## config.mk

```make
export PLATFORM = sky130hd
export DESIGN_NAME = one_shot_periodic_timer_queue_unit
export DESIGN_NICKNAME = d
export VERILOG_FILES = /design/src/design/ostq_pkg.sv /design/src/design/ostq_ctrl.sv /design/src/design/ostq_dp.sv /design/src/design/one_shot_periodic_timer_queue_unit.sv
export SDC_FILE = /design/constraint.sdc
export NUM_CORES = 2
export LEC_CHECK = 0
export ABC_AREA = 0
export BUFFER_PORTS_ARGS = -buffer_cell sky130_fd_sc_hd__buf_2
export CELL_PAD_IN_SITES_DETAIL_PLACEMENT = 2
export CELL_PAD_IN_SITES_GLOBAL_PLACEMENT = 2
export CORE_MARGIN = 3
export CORE_UTILIZATION = 35
export DETAILED_ROUTE_END_ITERATION = 12
export MAX_ROUTING_LAYER = met4
export PLACE_DENSITY_LB_ADDON = 0.05
export SLEW_MARGIN = 10
export SYNTH_ARGS = -nofsm -noshare
export SYNTH_HDL_FRONTEND = slang
export SYNTH_SLANG_ARGS = --single-unit
```

## constraint.sdc

```tcl
create_clock -name clk -period 7.72 [get_ports clk]
set_input_delay 0.386 -clock clk [delete_from_list [all_inputs] [get_ports clk]]
set_output_delay 0.386 -clock clk [all_outputs]
set_load 0.1 [all_outputs]
```

## src/design/ostq_pkg.sv

```systemverilog
// ----------------------------------------------------------------------------
// ostq_pkg
// Shared types and constants of the one-shot and periodic timer queue.
// ----------------------------------------------------------------------------
package ostq_pkg;

    localparam int SLOTS      = 16;
    localparam int TIME_BITS  = 32;
    localparam int TAG_BITS   = 8;
    localparam int DELAY_BITS = 31;
    localparam int IDX_BITS   = (SLOTS > 1) ? $clog2(SLOTS) : 1;
    localparam int CNT_BITS   = $clog2(SLOTS + 1);

    // operation codes of an input word
    typedef enum logic [1:0] {
        OP_ADD_ONCE     = 2'd0,
        OP_ADD_PERIODIC = 2'd1,
        OP_TICK         = 2'd2
    } op_t;

    // result kinds of an output word
    typedef enum logic [1:0] {
        KIND_ADDED    = 2'd0,
        KIND_REJECTED = 2'd1,
        KIND_FIRED    = 2'd2
    } kind_t;

    // controller states
    typedef enum logic [2:0] {
        ST_IDLE,
        ST_ADD,
        ST_TICK,
        ST_SCAN,
        ST_FIRE
    } state_t;

    // per-slot task data kept beside the deadline
    typedef struct packed {
        logic                  periodic;
        logic [DELAY_BITS-1:0] period;
        logic [TAG_BITS-1:0]   tag;
    } info_t;

    // controller to datapath
    typedef struct packed {
        logic latch_in;
        logic tick_start;
        logic scan_start;
        logic add_commit;
        logic fire_commit;
    } cmd_t;

    // datapath to controller
    typedef struct packed {
        logic running;
        logic scan_done;
        logic due_none;
        logic due_last;
        logic out_free;
    } sts_t;

endpackage

```

## src/design/ostq_ctrl.sv

```systemverilog
// ----------------------------------------------------------------------------
// ostq_ctrl
// Sequencer: decodes an accepted word and steps the datapath through add,
// tick, slot scan and firing.
// ----------------------------------------------------------------------------
module ostq_ctrl (
    input  logic           clk,
    input  logic           rst_n,
    input  logic           in_valid,
    input  logic [1:0]     operation,
    output logic           in_stall,
    input  ostq_pkg::sts_t sts,
    output ostq_pkg::cmd_t cmd
);

    ostq_pkg::state_t state_reg;
    ostq_pkg::state_t state_next;

    // state register
    always_ff @(posedge clk or negedge rst_n)
    begin
        if (!rst_n)
        begin
            state_reg <= ostq_pkg::ST_IDLE;
        end
        else
        begin
            state_reg <= state_next;
        end
    end

    // next state and commands
    always_comb
    begin
        state_next = state_reg;
        cmd        = '0;
        in_stall   = 1'b1;
        case (state_reg)
            ostq_pkg::ST_IDLE:
            begin
                in_stall = 1'b0;
                if (in_valid)
                begin
                    cmd.latch_in = 1'b1;
                    case (operation)
                        ostq_pkg::OP_ADD_ONCE:     state_next = ostq_pkg::ST_ADD;
                        ostq_pkg::OP_ADD_PERIODIC: state_next = ostq_pkg::ST_ADD;
                        ostq_pkg::OP_TICK:         state_next = ostq_pkg::ST_TICK;
                        default:                   state_next = ostq_pkg::ST_IDLE;
                    endcase
                end
            end
            ostq_pkg::ST_ADD:
            begin
                if (sts.out_free)
                begin
                    cmd.add_commit = 1'b1;
                    state_next     = ostq_pkg::ST_IDLE;
                end
            end
            ostq_pkg::ST_TICK:
            begin
                cmd.tick_start = 1'b1;
                if (sts.running)
                begin
                    cmd.scan_start = 1'b1;
                    state_next     = ostq_pkg::ST_SCAN;
                end
                else
                begin
                    state_next = ostq_pkg::ST_IDLE;
                end
            end
            ostq_pkg::ST_SCAN:
            begin
                if (sts.scan_done)
                begin
                    state_next = sts.due_none ? ostq_pkg::ST_IDLE : ostq_pkg::ST_FIRE;
                end
            end
            ostq_pkg::ST_FIRE:
            begin
                if (sts.out_free)
                begin
                    cmd.fire_commit = 1'b1;
                    if (sts.due_last)
                    begin
                        state_next = ostq_pkg::ST_IDLE;
                    end
                    else
                    begin
                        cmd.scan_start = 1'b1;
                        state_next     = ostq_pkg::ST_SCAN;
                    end
                end
            end
            default:
            begin
                state_next = ostq_pkg::ST_IDLE;
            end
        endcase
    end

endmodule

```

## src/design/ostq_dp.sv

```systemverilog
// ----------------------------------------------------------------------------
// ostq_dp
// Datapath: time counter, slot memory, scan pipeline with one age compare,
// slot update and the output word register.
// ----------------------------------------------------------------------------
module ostq_dp (
    input  logic                            clk,
    input  logic                            rst_n,
    input  ostq_pkg::cmd_t                  cmd,
    output ostq_pkg::sts_t                  sts,
    input  logic                            cfg_valid,
    output logic                            cfg_ready,
    input  logic                            cfg_data,
    input  logic [1:0]                      operation,
    input  logic [ostq_pkg::DELAY_BITS-1:0] delay,
    input  logic [ostq_pkg::DELAY_BITS-1:0] period,
    input  logic [ostq_pkg::TAG_BITS-1:0]   task_tag,
    output logic                            out_valid,
    input  logic                            out_stall,
    output logic [1:0]                      kind,
    output logic [ostq_pkg::TAG_BITS-1:0]   fired_tag,
    output logic                            last
);

    localparam logic [ostq_pkg::IDX_BITS-1:0] LAST_IDX =
        ostq_pkg::IDX_BITS'(ostq_pkg::SLOTS - 1);

    // configuration and time
    logic                             running_reg;
    logic [ostq_pkg::TIME_BITS-1:0]   time_now_reg;

    // latched input word
    logic                             periodic_in_reg;
    logic [ostq_pkg::DELAY_BITS-1:0]  delay_in_reg;
    logic [ostq_pkg::DELAY_BITS-1:0]  period_in_reg;
    logic [ostq_pkg::TAG_BITS-1:0]    tag_in_reg;

    // slot flags and memories
    logic [ostq_pkg::SLOTS-1:0]       valid_reg;
    logic [ostq_pkg::SLOTS-1:0]       done_reg;
    logic [ostq_pkg::TIME_BITS-1:0]   deadline_mem [ostq_pkg::SLOTS];
    ostq_pkg::info_t                  info_mem [ostq_pkg::SLOTS];
    logic [ostq_pkg::TIME_BITS-1:0]   rd_deadline_reg;
    ostq_pkg::info_t                  rd_info_reg;

    // scan pipeline
    logic                             issue_reg;
    logic [ostq_pkg::IDX_BITS-1:0]    addr_reg;
    logic                             s1_vld_reg;
    logic [ostq_pkg::IDX_BITS-1:0]    s1_idx_reg;
    logic [ostq_pkg::TIME_BITS-1:0]   s1_age;
    logic                             s1_elig;
    logic                             s2_vld_reg;
    logic [ostq_pkg::IDX_BITS-1:0]    s2_idx_reg;
    logic [ostq_pkg::TIME_BITS-1:0]   s2_age_reg;
    logic                             s2_elig_reg;
    ostq_pkg::info_t                  s2_info_reg;
    logic                             scan_done_reg;

    // best candidate of the current round
    logic                             best_found_reg;
    logic [ostq_pkg::IDX_BITS-1:0]    best_idx_reg;
    logic [ostq_pkg::TIME_BITS-1:0]   best_age_reg;
    ostq_pkg::info_t                  best_info_reg;
    logic [ostq_pkg::CNT_BITS-1:0]    due_cnt_reg;

    // free slot search and memory write port
    logic                             any_free;
    logic [ostq_pkg::IDX_BITS-1:0]    free_idx;
    logic                             add_write;
    logic                             rearm_write;
    logic [ostq_pkg::IDX_BITS-1:0]    wr_idx;
    logic [ostq_pkg::TIME_BITS-1:0]   wr_deadline;
    ostq_pkg::info_t                  wr_info;

    // output word register
    logic                             out_valid_reg;
    logic [1:0]                       kind_reg;
    logic [ostq_pkg::TAG_BITS-1:0]    tag_out_reg;
    logic                             last_reg;
    logic                             out_free;

    // configuration register
    assign cfg_ready = 1'b1;

    always_ff @(posedge clk or negedge rst_n)
    begin
        if (!rst_n)
        begin
            running_reg <= 1'b0;
        end
        else if (cfg_valid)
        begin
            running_reg <= cfg_data;
        end
    end

    // time counter
    always_ff @(posedge clk or negedge rst_n)
    begin
        if (!rst_n)
        begin
            time_now_reg <= '0;
        end
        else if (cmd.tick_start)
        begin
            time_now_reg <= time_now_reg + ostq_pkg::TIME_BITS'(1);
        end
    end

    // input word capture
    always_ff @(posedge clk)
    begin
        if (cmd.latch_in)
        begin
            periodic_in_reg <= (operation == ostq_pkg::OP_ADD_PERIODIC);
            delay_in_reg    <= delay;
            period_in_reg   <= period;
            tag_in_reg      <= task_tag;
        end
    end

    // lowest free slot
    always_comb
    begin
        any_free = 1'b0;
        free_idx = '0;
        for (int i = ostq_pkg::SLOTS - 1; i >= 0; i--)
        begin
            if (!valid_reg[i])
            begin
                any_free = 1'b1;
                free_idx = ostq_pkg::IDX_BITS'(i);
            end
        end
    end

    // memory write port, shared by add and periodic re-arm
    assign add_write   = cmd.add_commit & any_free;
    assign rearm_write = cmd.fire_commit & best_info_reg.periodic;
    assign wr_idx      = add_write ? free_idx : best_idx_reg;
    assign wr_deadline = add_write
                         ? time_now_reg + ostq_pkg::TIME_BITS'(delay_in_reg)
                         : time_now_reg + ostq_pkg::TIME_BITS'(best_info_reg.period);

    always_comb
    begin
        wr_info.periodic = periodic_in_reg;
        wr_info.period   = periodic_in_reg ? period_in_reg : '0;
        wr_info.tag      = tag_in_reg;
    end

    // slot memory
    always_ff @(posedge clk)
    begin
        if (add_write || rearm_write)
        begin
            deadline_mem[wr_idx] <= wr_deadline;
        end
        if (add_write)
        begin
            info_mem[wr_idx] <= wr_info;
        end
        rd_deadline_reg <= deadline_mem[addr_reg];
        rd_info_reg     <= info_mem[addr_reg];
    end

    // slot valid and fired-this-tick flags
    always_ff @(posedge clk or negedge rst_n)
    begin
        if (!rst_n)
        begin
            valid_reg <= '0;
            done_reg  <= '0;
        end
        else
        begin
            if (add_write)
            begin
                valid_reg[free_idx] <= 1'b1;
            end
            if (cmd.fire_commit && !best_info_reg.periodic)
            begin
                valid_reg[best_idx_reg] <= 1'b0;
            end
            if (cmd.tick_start)
            begin
                done_reg <= '0;
            end
            else if (cmd.fire_commit)
            begin
                done_reg[best_idx_reg] <= 1'b1;
            end
        end
    end

    // scan address sweep
    always_ff @(posedge clk or negedge rst_n)
    begin
        if (!rst_n)
        begin
            issue_reg  <= 1'b0;
            addr_reg   <= '0;
            s1_vld_reg <= 1'b0;
            s2_vld_reg <= 1'b0;
        end
        else
        begin
            if (cmd.scan_start)
            begin
                issue_reg <= 1'b1;
                addr_reg  <= '0;
            end
            else if (issue_reg)
            begin
                if (addr_reg == LAST_IDX)
                begin
                    issue_reg <= 1'b0;
                end
                addr_reg <= addr_reg + ostq_pkg::IDX_BITS'(1);
            end
            s1_vld_reg <= issue_reg;
            s2_vld_reg <= s1_vld_reg;
        end
    end

    always_ff @(posedge clk)
    begin
        s1_idx_reg <= addr_reg;
    end

    // wrap-aware age; due when the top bit is clear
    assign s1_age  = time_now_reg - rd_deadline_reg;
    assign s1_elig = valid_reg[s1_idx_reg] & ~done_reg[s1_idx_reg]
                     & ~s1_age[ostq_pkg::TIME_BITS-1];

    always_ff @(posedge clk)
    begin
        s2_idx_reg  <= s1_idx_reg;
        s2_age_reg  <= s1_age;
        s2_elig_reg <= s1_elig;
        s2_info_reg <= rd_info_reg;
    end

    // oldest due slot, ties kept by the lower slot
    always_ff @(posedge clk or negedge rst_n)
    begin
        if (!rst_n)
        begin
            best_found_reg <= 1'b0;
            due_cnt_reg    <= '0;
            scan_done_reg  <= 1'b0;
        end
        else
        begin
            scan_done_reg <= s2_vld_reg && (s2_idx_reg == LAST_IDX);
            if (cmd.scan_start)
            begin
                best_found_reg <= 1'b0;
                due_cnt_reg    <= '0;
            end
            else if (s2_vld_reg && s2_elig_reg)
            begin
                due_cnt_reg <= due_cnt_reg + ostq_pkg::CNT_BITS'(1);
                if (!best_found_reg || (s2_age_reg > best_age_reg))
                begin
                    best_found_reg <= 1'b1;
                end
            end
        end
    end

    always_ff @(posedge clk)
    begin
        if (s2_vld_reg && s2_elig_reg && (!best_found_reg || (s2_age_reg > best_age_reg)))
        begin
            best_idx_reg  <= s2_idx_reg;
            best_age_reg  <= s2_age_reg;
            best_info_reg <= s2_info_reg;
        end
    end

    // output word register
    assign out_free = ~out_valid_reg | ~out_stall;

    always_ff @(posedge clk or negedge rst_n)
    begin
        if (!rst_n)
        begin
            out_valid_reg <= 1'b0;
        end
        else if (cmd.add_commit || cmd.fire_commit)
        begin
            out_valid_reg <= 1'b1;
        end
        else if (!out_stall)
        begin
            out_valid_reg <= 1'b0;
        end
    end

    always_ff @(posedge clk)
    begin
        if (cmd.add_commit)
        begin
            kind_reg    <= any_free ? ostq_pkg::KIND_ADDED : ostq_pkg::KIND_REJECTED;
            tag_out_reg <= tag_in_reg;
            last_reg    <= 1'b1;
        end
        else if (cmd.fire_commit)
        begin
            kind_reg    <= ostq_pkg::KIND_FIRED;
            tag_out_reg <= best_info_reg.tag;
            last_reg    <= (due_cnt_reg == ostq_pkg::CNT_BITS'(1));
        end
    end

    assign out_valid = out_valid_reg;
    assign kind      = kind_reg;
    assign fired_tag = tag_out_reg;
    assign last      = last_reg;

    // status to the controller
    always_comb
    begin
        sts.running   = running_reg;
        sts.scan_done = scan_done_reg;
        sts.due_none  = (due_cnt_reg == '0);
        sts.due_last  = (due_cnt_reg == ostq_pkg::CNT_BITS'(1));
        sts.out_free  = out_free;
    end

endmodule

```

## src/design/one_shot_periodic_timer_queue_unit.sv

```systemverilog
// ----------------------------------------------------------------------------
// one_shot_periodic_timer_queue_unit
// Timer table of one-shot and periodic tasks driven by tick words.
// ----------------------------------------------------------------------------
// One word is handled at a time. An add word waits in the add state for a
// free output register and returns one result. A tick word advances time in
// the tick state; while running, each due task then costs one sweep of the
// slot memory through a single age comparator, and each firing waits for a
// free output register. A tick with nothing due still needs one sweep when
// running. The output register lets the block take the next word while the
// last result waits. Configuration writes are taken at any time but must
// only be issued while the block is idle.
module one_shot_periodic_timer_queue_unit (
    input  logic                            clk,
    input  logic                            rst_n,
    input  logic                            cfg_valid,
    output logic                            cfg_ready,
    input  logic                            cfg_data,
    input  logic                            in_valid,
    output logic                            in_stall,
    input  logic [1:0]                      operation,
    input  logic [ostq_pkg::DELAY_BITS-1:0] delay,
    input  logic [ostq_pkg::DELAY_BITS-1:0] period,
    input  logic [ostq_pkg::TAG_BITS-1:0]   task_tag,
    output logic                            out_valid,
    input  logic                            out_stall,
    output logic [1:0]                      kind,
    output logic [ostq_pkg::TAG_BITS-1:0]   fired_tag,
    output logic                            last
);

    ostq_pkg::cmd_t cmd;
    ostq_pkg::sts_t sts;

    // sequencer
    ostq_ctrl u_ctrl (
        .clk       (clk),
        .rst_n     (rst_n),
        .in_valid  (in_valid),
        .operation (operation),
        .in_stall  (in_stall),
        .sts       (sts),
        .cmd       (cmd)
    );

    // slot storage and scan datapath
    ostq_dp u_dp (
        .clk       (clk),
        .rst_n     (rst_n),
        .cmd       (cmd),
        .sts       (sts),
        .cfg_valid (cfg_valid),
        .cfg_ready (cfg_ready),
        .cfg_data  (cfg_data),
        .operation (operation),
        .delay     (delay),
        .period    (period),
        .task_tag  (task_tag),
        .out_valid (out_valid),
        .out_stall (out_stall),
        .kind      (kind),
        .fired_tag (fired_tag),
        .last      (last)
    );

endmodule

```

## Yosys cells after proc, flatten, opt, wreduce, memory -nomap -nowiden

Memory sizes are Yosys's and may differ from the RTL's. A register that Yosys moved wholly into a read port is not among the register bits.
Index checks and enable logic that the tools add are counted.

- Memories kept: 2
- RAM bits: 1152
- Register bits: 322
- Logic and storage cells: 183
- Input port bits: 78
- Output and inout port bits: 14

Memory list:

| memory | depth | width | rd ports | clocked after Yosys merged registers in | write ports | line | source |
|---|---|---|---|---|---|---|---|
| u_dp.info_mem | 16 | 40 | 1 | 1 | 1 | ostq_dp.sv:42 | `ostq_pkg::info_t info_mem [ostq_pkg::SLOTS];` |
| u_dp.deadline_mem | 16 | 32 | 1 | 1 | 1 | ostq_dp.sv:41 | `logic [ostq_pkg::TIME_BITS-1:0] deadline_mem [ostq_pkg::SLOTS];` |

- Equality and inequality tests: 14
- Magnitude comparators: 6
- $add $sub $neg: 6
- Reductions and logical operators: 22
- Mux-type cells: 88
- Bitwise gates (word level): 13

Operator list:

| operator | number |
|---|---|
| 4-bit 2-to-1 mux | 19 |
| 32-bit by 31-bit adder with 32-bit output | 2 |
| 16-bit 2-to-1 mux | 4 |
| 1-bit 2-to-1 mux | 43 |
| 32-bit by 1-bit adder with 32-bit output (second input constant) | 1 |
| 32-bit greater-than comparator | 1 |
| 32-bit 2-to-1 mux | 1 |
| 16-bit OR | 2 |
| 32-bit subtractor | 1 |
| 31-bit 2-to-1 mux | 1 |
| 16-bit AND | 1 |
| 8-bit 2-to-1 mux | 2 |
| 16-bit inverter | 1 |
| 4-bit by 5-bit < comparator with 1-bit output (second input constant) | 3 |
| 3-bit 2-to-1 mux | 5 |
| 3-bit case mux with 5 select lines | 1 |
| 5-bit 2-to-1 mux | 2 |
| 2-bit nonzero test | 5 |
| 1-bit binary-select mux with 4-bit select | 2 |
| 1-bit demux with 4-bit select | 2 |
| 4-bit == test (second input constant) | 2 |
| 4-bit by 1-bit >= comparator with 1-bit output (second input constant) | 2 |
| 2-bit 2-to-1 mux | 4 |
| 2-bit by 1-bit inequality test with 1-bit output (second input constant) | 4 |
| 23 further kinds | 38 |

## Longest topological paths before layout

- Depth in word-level cells: 24
- Gate-level depth with buffers: 18
- Depth with buffers taken out: 17

## Cells and area by module

Synthesis repeated with hierarchy kept, for this count alone.

- Cell total of the unflattened synthesis: 3023
- Area total of the unflattened synthesis: 59756.1 um^2

By module, submodules not included:

| module | sequential area each (um^2) | cells an instance | area each (um^2) | instances |
|---|---|---|---|---|
| ostq_dp | 44392.6 | 2984 | 59475.8 | 1 |
| ostq_ctrl | 75.1 | 39 | 280.3 | 1 |

## Least setup slack after synthesis

No wires, ideal clock.

- Kind: register to register
- From: reg u_dp.out_valid_reg, in the netlist u_dp.out_valid
- To: mem u_dp.info_mem[3][0] (netlist name) (enable)
- Clock period less this slack: 6.283 ns
- Path buffers: 1
- Path slack: 1.437 ns
- Arrival time: 5.731 ns
- Cell stages (with the launch flop): 6
- Setup time: 0.551 ns
- Required time: 7.169 ns
- Cell sequence: dfrtp_1 -> a21oi_1 -> and3_1 -> buf_2 -> inv_1 -> nor4b_1

- Cells in the longest elaborated chain, start to end: 7
- Elaborated cells between the ends (all ways): 8
- Those cells by class: mux (5); bitwise (3)

Ends and longest elaborated chain:

| what | line | source |
|---|---|---|
| start, declared | ostq_dp.sv:77 | `logic out_valid_reg;` |
| start signal, assigned | ostq_dp.sv:290 | `out_valid_reg <= 1'b0;` |
| start signal, assigned | ostq_dp.sv:294 | `out_valid_reg <= 1'b1;` |
| start signal, assigned | ostq_dp.sv:298 | `out_valid_reg <= 1'b0;` |
| 1-bit inverter * | ostq_dp.sv:284 | `assign out_free = ~out_valid_reg \| ~out_stall;` |
| 1-bit OR * | ostq_dp.sv:284 |  |
| 1-bit 2-to-1 mux * | ostq_ctrl.sv:55 | `if (sts.out_free)` |
| 1-bit 2-to-1 mux * | ostq_ctrl.sv:38 | `case (state_reg)` |
| 1-bit AND * | ostq_dp.sv:139 | `assign add_write = cmd.add_commit & any_free;` |
| 1-bit 2-to-1 mux | ostq_dp.sv:160 | `if (add_write)` |
| 1-bit 2-to-1 mux (not written as such) | ostq_dp.sv:162 | `info_mem[wr_idx] <= wr_info;` |
| end, declared | ostq_dp.sv:42 |  |

Mark *: on every way between the ends. The rest lies on a longest branch, timed or not.

## Worst setup path in the final report

- From: reg u_dp.valid_reg[1] (netlist name)
- To: mem u_dp.deadline_mem[2][31] (netlist name) (data pin)

- Cells in the longest elaborated chain, start to end: 4

Ends and longest elaborated chain:

| what | line | source |
|---|---|---|
| start, declared | ostq_dp.sv:39 | `logic [ostq_pkg::SLOTS-1:0] valid_reg;` |
| start signal, assigned | ostq_dp.sv:173 | `valid_reg <= '0;` |
| start signal, assigned by index | ostq_dp.sv:180 | `valid_reg[free_idx] <= 1'b1;` |
| start signal, assigned by index | ostq_dp.sv:184 | `valid_reg[best_idx_reg] <= 1'b0;` |
| 1-bit 2-to-1 mux (2 in series) | ostq_dp.sv:130 | `if (!valid_reg[i])` |
| 1-bit AND | ostq_dp.sv:139 |  |
| 32-bit 2-to-1 mux | ostq_dp.sv:143 | `? time_now_reg + ostq_pkg::TIME_BITS'(delay_in_reg)` |
| via u_dp.wr_deadline (one bit) | ostq_dp.sv:73 | `logic [ostq_pkg::TIME_BITS-1:0] wr_deadline;` |
| end, declared | ostq_dp.sv:41 |  |

The timed path passes the listed nets, and every way through them passes these cells.

==> results.md <==
* Outcome: completed
* Post-CTS Setup Bufs at 0
* Total CTS buffers at 174
* Most frequent cells in the layout: 1309 x edfxtp_1, 360 x mux4_2, 179 x clkbuf_16
* Top-Level Pins at 92
* Max Cap Viol at 0
* Mapped Area at 59700 um2
* Peak VDD IR at 0.224 mV
* Ys flop type: edfxtp_1
* Drt wl/cell at 29.6 um
* Final core utilization at 0.415
* Port bufs at 90
* Worst hold start: operation[0]
* PnR worst setup slack at 1850 ps
* Drt via density at 5.22
* Max Fclk at 0.170 GHz
* Unrepaired setup endpoints after global routing: no
* Hold slack at 90.9 ps
* H-Tree Depth at 4
* Mapped Cells at 3025
* Worst Skew at 45.7 ps
* Placement Setup Slack at 1820 ps
* Max reg flops at 640
* Comb pwr share at 0.004
* Critical Path RT at 8170 ps
* Worst slew margin relative to its limit at 0.174
* Slew Viols, Final at 0
* Latest clock arrival within the worst-skew pair at 820 ps
* Biggest regs: u_dp.info_mem (640), u_dp.deadline_mem (512)
* Crit path DAT at 6320 ps
* Final Hold Violating Endpoints at 0
* Critical path startpoint category: flop
* Die W at 419 um
* Antenna violations before repair at 11
* Clock share of power at 0.479
* Total global routing track utilization at 0.201
* Post-synthesis simple-gate area fraction at 0.0332
* Crit Path Max Fanout at 36
* Grt ovf at 0
* Pwr dens at 247 nW/um2
* Clock sinks at 1546
* Mapped Nets at 3204
* Vias at 29600
* Sw Ratio at 0.203
* Die ar. at 176000 um2
* Critical Path Sink Type: flop
* Initial DRC Count at 2174
* Critical Path Start: u_dp.valid_reg[1]
* Compound-cell area share of the yosys netlist at 0.0316
* Core region area at 168000 um2
* Seq pwr share at 0.517
* Largest net degree at the start of global routing at 113
* Synthesized flop and latch total at 1546
* FP Rows at 150
* Psw at 3510 uW
* Period utilisation layout at 0.761
* Total internal power at 13800 uW
* Register area at 44500 um2
* Post-synthesis mux area share at 0.142
* Area of the multi-input gates at 14800 um2
* Yosys cell types at 86
* Share of layout cells above drive strength 1 at 0.259
* Clk buf depth at 3
* Drt pass-1 iters at 5
* Critical R2R Launch: u_dp.valid_reg[1]
* Clk slew on worst S/H paths at 60 ps
* Post-synthesis sequential area ratio at 0.744
* Chip height at 419 um
* Fin crit period at 5870 ps
* Vias in the first global route at 33200
* Initial Util at 0.355
* Fillers at 15500
* DRC Markers at 0
* Synth Area in Adders at 0.0214
* Endpoints failing setup at 0
* Hold WC Path Type: in2reg
* Largest family of logic cells by synthesized area: multiplexers
* Total negative slack at 0 ps
* Leakage power at 0.0249 uW
* DRT antenna net count at 0
* CTS tree: done
* EDFF count, synth at 1309
* Worst Tran Pin Value at 1240 ps
* Async SR Flop Fraction at 0.0537
* Setup CP Type: reg2reg
* CTS root buffer: clkbuf_16
* Post-DP HPWL at 97300 um
* YS warnings at 0
* Final #Nets at 3491
* Reg with most FFs: u_dp.info_mem
* GP Congestion at 0.791
* Area grow syn2layout at 17.1%
* First-pass GRT wire length at 245000 um
* Total power at 17300 uW
* Syn_area_per_cell at 19.7 um2
* Post-Synth XOR/XNOR Area at 0.0138
* Routed WL at 168000 um
* Commonest non-fill, non-tap cell in the layout: edfxtp_1
## what timing repair did
item | CTS | global route
hold buffers | 76 | 0
hold endpoints to repair | 120 | 0
gates resized for setup | 0 | 0
## power groups by stage
stage	Sequential [uW]	Clock, uW	Combinational (uW)
2_1_floorplan	9110	0	5.21
3_3_place_gp	9110	0	43.7
3_5_place_dp	9110	0	44.9
4_1_cts	8930	8510	75.7
5_1_grt	8930	8870	80.1
6_report	8930	8270	74.0
## stage by stage
stage / cells / instance area [um2]
after detailed placement: 5264 / 63200
after global placement: 5264 / 63200
after global routing: 5671 / 69900
after CTS: 5669 / 69800
after floorplan: 3025 / 59700
final: 5672 / 69900
## cells by family (layout without fill, tap and decap cells)
| kind of cell | count (synthesis) | count (layout) |
|---|---|---|
| adders and majority gates | 101 | 101 |
| buffers and inverters | 206 | 646 |
| AOI/OAI and AO/OA | 281 | 281 |
| xor gates and xnor gates | 94 | 94 |
| muxes | 395 | 395 |
| other | 1 | 4 |
| and+or+nand+nor | 401 | 401 |
| DFF | 1546 | 1546 |
## synth_stat cells, drive strengths merged, types with 3 or more instances
master	count	area share
a31o	3	0.00044
o21bai	8	0.0012
and4	5	0.00073
a21boi	9	0.0012
a311oi	5	0.00084
buf	42	0.0029
mux2	32	0.0060
nand3	32	0.0027
clkbuf	69	0.0043
mux2i	3	0.00050
nor3b	8	0.0010
nor4	3	0.00042
nand2b	18	0.0020
xor2	32	0.0047
nor3	13	0.0012
a31oi	20	0.0022
or2	3	0.00031
a21o	37	0.0046
nand2	104	0.0066
nor2b	15	0.0016
o211ai	6	0.00075
mux4	360	0.14
a21oi	94	0.0082
or3	4	0.00050
xnor2	62	0.0091
and2	40	0.0042
and3	18	0.0019
inv	95	0.0060
a211oi	13	0.0020
ha	99	0.021
o21a	8	0.0010
dfxtp	154	0.052
dfrtp	83	0.035
nand4	20	0.0021
nor2	112	0.0072
o21ai	50	0.0048
edfxtp	1309	0.66
a2bb2oi	3	0.00044
## worst max-delay path: stages, from the launching register on
cell and delay, ps:
dfrtp_1 530, nand2_2 180, nor2_4 250, nand2_1 160
o21ai_4 170, buf_4 430, mux2_2 400, ha_1 410
o21ai_0 120, o21bai_1 190, nand4_1 160, a21boi_1 470
a21o_1 240, nand4_1 140, o221ai_2 470, nand2_1 110
a21oi_1 190, xor2_1 830
## metal layers
metal / up-vias / track usage / share of wire
li1: 12700 / - / -
met1: 16100 / 0.261 / 0.44
met2: 548 / 0.328 / 0.50
met3: 223 / 0.0297 / 0.035
met4: 0 / 0.0599 / 0.028
met5: - / - / 0
## path summary, 6_finish.rpt
kind                                                 end  slack (ps)  depth (start not counted)
min in group asynchronous               u_dp.running_reg         190                          2
worst min register to register      u_dp.s2_info_reg[36]         320                          0
max in group asynchronous               u_dp.addr_reg[2]        6470                          3
worst max register to register  u_dp.deadline_mem[2][31]        1850                         17
worst max-delay path            u_dp.deadline_mem[2][31]        1850                         17
worst min-delay path                 u_ctrl.state_reg[1]          90                          5
## layout make-up
cell class,count,area share
diodes,3,0.000107
well taps,2204,0.0394
clock buffers,251,0.0725
inverters,95,0.00510
flip-flops and latches,1546,0.636
multi-input cells,1273,0.212
clock inverters,78,0.0106
repair buffers,222,0.0241
(Power assumes the default switching activity.)
